==> src/sv/assert_macros.svh <==
// ----------------------------------------------------------------------------
// assert_macros.svh
// Assertion shorthands for the command-line tokenizer; expects clk and rst_n.
// ----------------------------------------------------------------------------
`ifndef ASSERT_MACROS_SVH
`define ASSERT_MACROS_SVH

// Property checked on every rising clock edge outside reset.
`define CLT_ASSERT(lbl, prop, msg) \
  lbl: assert property (@(posedge clk) disable iff (!rst_n) (prop)) else $error(msg);

// Same-cycle implication.
`define CLT_ASSERT_IMPL(lbl, ante, cons, msg) \
  lbl: assert property (@(posedge clk) disable iff (!rst_n) (ante) |-> (cons)) \
    else $error(msg);

// Next-cycle implication.
`define CLT_ASSERT_NEXT(lbl, ante, cons, msg) \
  lbl: assert property (@(posedge clk) disable iff (!rst_n) (ante) |=> (cons)) \
    else $error(msg);

`endif

==> src/sv/clt_dpram.sv <==
// ----------------------------------------------------------------------------
// clt_dpram
// One write port, two registered read ports with write-through forwarding.
// ----------------------------------------------------------------------------
module clt_dpram #(
  parameter int DW = 8,
  parameter int AW = 7
) (
  input  logic          clk,
  input  logic          we,
  input  logic [AW-1:0] waddr,
  input  logic [DW-1:0] wdata,
  input  logic          ra_en,
  input  logic [AW-1:0] ra_addr,
  output logic [DW-1:0] ra_data,
  input  logic [AW-1:0] rb_addr,
  output logic [DW-1:0] rb_data
);

  logic [DW-1:0] mem [2**AW];

  always_ff @(posedge clk) begin
    if (we) begin
      mem[waddr] <= wdata;
    end
  end

  // port A loads on request only and holds otherwise
  always_ff @(posedge clk) begin
    if (ra_en) begin
      ra_data <= (we && waddr == ra_addr) ? wdata : mem[ra_addr];
    end
  end

  always_ff @(posedge clk) begin
    rb_data <= (we && waddr == rb_addr) ? wdata : mem[rb_addr];
  end

endmodule
==> config.mk <==
export PLATFORM = sky130hd
export DESIGN_NAME = clt_dpram
export DESIGN_NICKNAME = d
export VERILOG_FILES = /design/src/sv/assert_macros.svh /design/src/sv/clt_dpram.sv
export SDC_FILE = /design/constraint.sdc
export NUM_CORES = 1
export LEC_CHECK = 0
export BUFFER_PORTS_ARGS = -buffer_cell sky130_fd_sc_hd__buf_4
export CELL_PAD_IN_SITES_DETAIL_PLACEMENT = 1
export CELL_PAD_IN_SITES_GLOBAL_PLACEMENT = 2
export CORE_MARGIN = 2
export CORE_UTILIZATION = 54
export DETAILED_ROUTE_END_ITERATION = 7
export GPL_ROUTABILITY_DRIVEN = 0
export PLACE_DENSITY_LB_ADDON = 0.1
export SYNTH_ARGS = -nofsm -noshare
export SYNTH_HDL_FRONTEND = slang
export SYNTH_SLANG_ARGS = --single-unit
==> constraint.sdc <==
create_clock -name clk -period 8.9 [get_ports clk]
set_clock_uncertainty 0.1 [all_clocks]
set_input_delay 0.89 -clock clk [delete_from_list [all_inputs] [get_ports clk]]
set_output_delay 0.89 -clock clk [all_outputs]
set_load 0.01 [all_outputs]
Word-level counts from Yosys, hierarchy flattened --
Memories as Yosys holds them, arrays and structs flattened. A register that Yosys moved wholly into a read port is not among the register bits. Index checks and enable logic that the tools add are counted.
Operators by class: multiplexer cells 2
Operator list (number):
- $mux W1 | 2
Storage, ports and cells: memories kept 1, word-level logic and storage cells 3, register bits after elaboration 0, input port bits 32, bits in writable memories 1024, output and inout port bits 16
Memory list:
- mem | depth 128, width 8, read ports 2, clocked after Yosys merged registers in 2, write ports 1, RTL line clt_dpram.sv:20 | logic [DW-1:0] mem [2**AW];

Longest topological paths before layout --
depth in word-level cells 2, mapped depth 11, mapped depth without buffers 6

Worst setup path after synthesis --
No wires, ideal clock.
kind register to output, start register with a tool-made name, end output port rb_data[0], stages on the path, launching flop included 7, path slack 5.226 ns, required time 7.910 ns, arrival 2.684 ns, buffers on the path 2, path through dfxtp_1 clkbuf_1 buf_1 mux4_2 mux4_2 mux4_2 mux2_2
RTL lines:
- to (decl) | RTL line clt_dpram.sv:17 | output logic [DW-1:0] rb_data

==> metrics.md <==
| Metric | Value |
|---|---|
| Worst path slowest cell | `dfxtp_4` |
| Synth unique cells | `46` |
| Number of enable flip-flop cells after synthesis | `1032` |
| Fillers | `7494` |
| Clock network power share | `41.5%` |
| Initial Utilization | `54.36%` |
| I/O Buffers | `47` |
| Peak Freq | `170.7 MHz` |
| Syn_nets | `2575` |
| Maximum capacitance violations | `0` |
| Post-CTS Setup Bufs | `0` |
| Relative slew margins | `19.55%` |
| Post-CTS Resized | `0` |
| Primary FF master, synth | `edfxtp_1` |
| Worst-Margin Slew | `1.176 ns` |
| Leak pwr | `0.01681 uW` |
| Status | `finished, final reports clean` |
| Core area | `0.08974 sq mm` |
| IO Pins | `48` |
| Clk Latency, worst-skew pair | `0.71 ns` |
| Largest family of logic cells by synthesized area | `multiplexers` |
| Final Total Pwr | `10980 uW` |
| Setup violators final | `0` |
| Met3 Usage GRT | `7.844%` |
| DIE HEIGHT | `304.6 um` |
| Area delta synth->final | `10.10%` |
| Antenna Nets Post-Route | `0` |
| Flop pwr share | `49.6%` |
| Combinational power share | `8.9%` |
| Mux contribution to synthesized area | `27.58%` |
| Hold slack | `0.2036 ns` |
| Data required, critical path | `7.91 ns` |
| Number of iterations in the first detailed-routing pass | `5` |
| CTS tree | `done` |
| HP Start | `rb_addr[5]` |
| Post-synth design cell area | `0.04878 sq mm` |
| Grt total ovfl | `0` |
| Setup TNS | `0 ns` |
| Yosys Warn Count | `0` |
| Pwr dens | `204.4 mW/mm^2` |
| Synth Area in Compound Gates | `3.665%` |
| Final Hold Fails | `0` |
| Sequential area share after synthesis | `63.81%` |
| IR drop worst, VDD | `0.2095 mV` |
| Layer with the highest usage | `met2` |
| CP arrival | `4.87 ns` |
| Post-Synth XOR/XNOR Area | `0.1257%` |
| Number of global-route vias before repair | `28.78k` |
| First-pass GRT wire length | `230900 um` |
| Worst r2r src | `mem[31][5]` |
| Hold_buf cts | `0` |
| Rows | `110` |
| Drc violations | `0` |
| Post-layout util | `59.86%` |
| Async SR Flop Fraction | `0%` |
| Initial DRC Count | `4134` |
| Post-detail-place hpwl | `110300 um` |
| Crit-path leading delay family | `multiplexers` |
| Clock-pin slew on the worst setup and hold paths | `0.06 ns` |
| Net Sw Power | `2590 uW` |
| Min-Delay Path Class | `input pin to flip-flop` |
| Synthesized instance count | `2543` |
| H-tree Lvls | `3` |
| Met1 Resource Use GR | `52.24%` |
| Crit-path most repeated cell | `mux4_2` |
| Largest net degree at the start of global routing | `93` |
| Crit path buf inv count | `2` |
| P_int | `8387 uW` |
| Routed wire length | `163900 um` |
| Synth area leaders | `edfxtp_1 (64%), mux4_2 (23%), mux2i_1 (3.6%), mux2_2 (1.5%), nor2_1 (0.97%)` |
| Slowest stage delay, CP | `1.00 ns` |
| Per-cell routed wire length | `43.04 um` |
| Syn_area_per_cell | `19.18 sq um` |
| Critical path endpoint category | `output port` |
| Worst Path Max Fanout | `64` |
| Sw Share | `23.60%` |
| #FFs+latches synth | `1039` |
| Clock sinks | `1039` |
| Via count | `28.68k` |
| CTS Buf Count | `108` |
| GRT met2 Usage | `53.63%` |
| Critical path class | `flip-flop to output port` |
| Post-synthesis simple-gate area fraction | `2.998%` |
| Share of layout cells above drive strength 1 | `31.41%` |
| Crit path launch type | `flip-flop` |
| Yosys top cell area share | `63.53%` |
| Worst path cell trace | `buf_4 > mux4_2 > mux4_2 > mux4_2 > mux2_2 > buf_4` |
| Chip width | `304.6 um` |
| Final Max Tran Viols | `0` |
| DR vias/cell | `7.533` |
| Die Area | `0.09276 sq mm` |
| Period utilization | `65.84%` |
| CTS root buffer | `clkbuf_16` |
| Gr usage total | `35.87%` |
| Synth Area in Adders | `0%` |
| Tmin final | `5.860 ns` |
| Max clock buf depth | `3` |
| Antenna violations before repair | `7` |
| Fin nets | `2574` |
| RSZ-0062 raised after global routing | `false` |
| Cell type with the largest total area after synthesis | `edfxtp_1` |
cells in the mapped netlist, types with 34 or more instances:
cell / count
a22oi_1: 34
nor2_1: 126
buf_2: 62
mux4_2: 488
mux2i_1: 174
o221ai_1: 52
mux2_2: 64
clkbuf_1: 110
nand2_1: 83
edfxtp_1: 1032
cell families after synthesis:
logic type / count (synthesis)
buffers and inverters: 209
flip-flops: 1039
multiplexers: 726
XOR/XNOR: 7
AO/OA/AOI/OAI: 237
AND/OR/NAND/NOR: 325
flip-flops by register name, summed over array words and instances (netlist names), named ones only:
| register | cells |
|---|---|
| mem | 1024 |
| ra_data | 8 |
metrics by stage:
step,worst slack (ns),std cells,area (sq um)
floorplan,5.226,2543,48780
global placement,3.822,3608,50230
detailed placement,3.719,3608,50230
CTS,3.059,3806,53710
global route,3.016,3807,53710
finish,3.040,3807,53710
final cells by class:
| class | count | area (sq um) | area share, % |
|---|---|---|---|
| antenna | 1 | 2.502 | 0.004659 |
| clock inverter | 62 | 609.3 | 1.134 |
| tap | 1176 | 1471 | 2.739 |
| timing repair buffer | 96 | 785.8 | 1.463 |
| clock buffer | 136 | 2872 | 5.346 |
| inverter | 2 | 7.507 | 0.01398 |
| multi-input combinational | 1295 | 16820 | 31.31 |
| sequential | 1039 | 31150 | 57.99 |
per-layer routing:
| layer | vias up | part of all wire (%) |
|---|---|---|
| met3 | 307 | 11 |
| met5 | - | 0 |
| met2 | 1885 | 46 |
| met1 | 15560 | 38 |
| met4 | 0 | 4.5 |
| li1 | 10930 | - |
path summary, 6_finish.rpt:
kind                end  slack [ns]  depth (start not counted)
min reg2reg  ra_data[0]        1.11                          6
min           flip-flop        0.20                          1
max reg2reg  ra_data[5]        5.94                          5
max          rb_data[1]        3.04                          6
layout by cell type, fill, tap and decap left out, types with 8 or more instances in the layout:
master,Yosys,routed
mux2_2,64,64
mux2i_1,174,174
a21oi_1,26,26
clkinv_1,1,18
a22oi_1,34,34
nor3_1,28,22
nor2_1,126,125
edfxtp_1,1032,1032
o221ai_1,52,52
buf_4,7,90
nor2b_1,12,12
a211o_1,12,12
mux4_2,488,488
o21ai_0,28,28
clkbuf_16,0,111
nand2_1,83,82
nand3_1,28,28
a221oi_1,20,20
clkinv_2,0,26
o22ai_1,10,10
nor3b_1,14,14
clkbuf_1,110,25
bufinv_16,0,12
nand2b_1,17,16
a211oi_1,8,8
power by group through the flow:
stage	combinational [uW]	clock [uW]	sequential, uW
after floorplan	539	0	5520
after global placement	940	0	5550
after detailed placement	954	0	5550
after CTS	957	4580	5450
after global routing	998	4750	5450
final	977	4550	5450
Power figures use the tool's default switching activity.
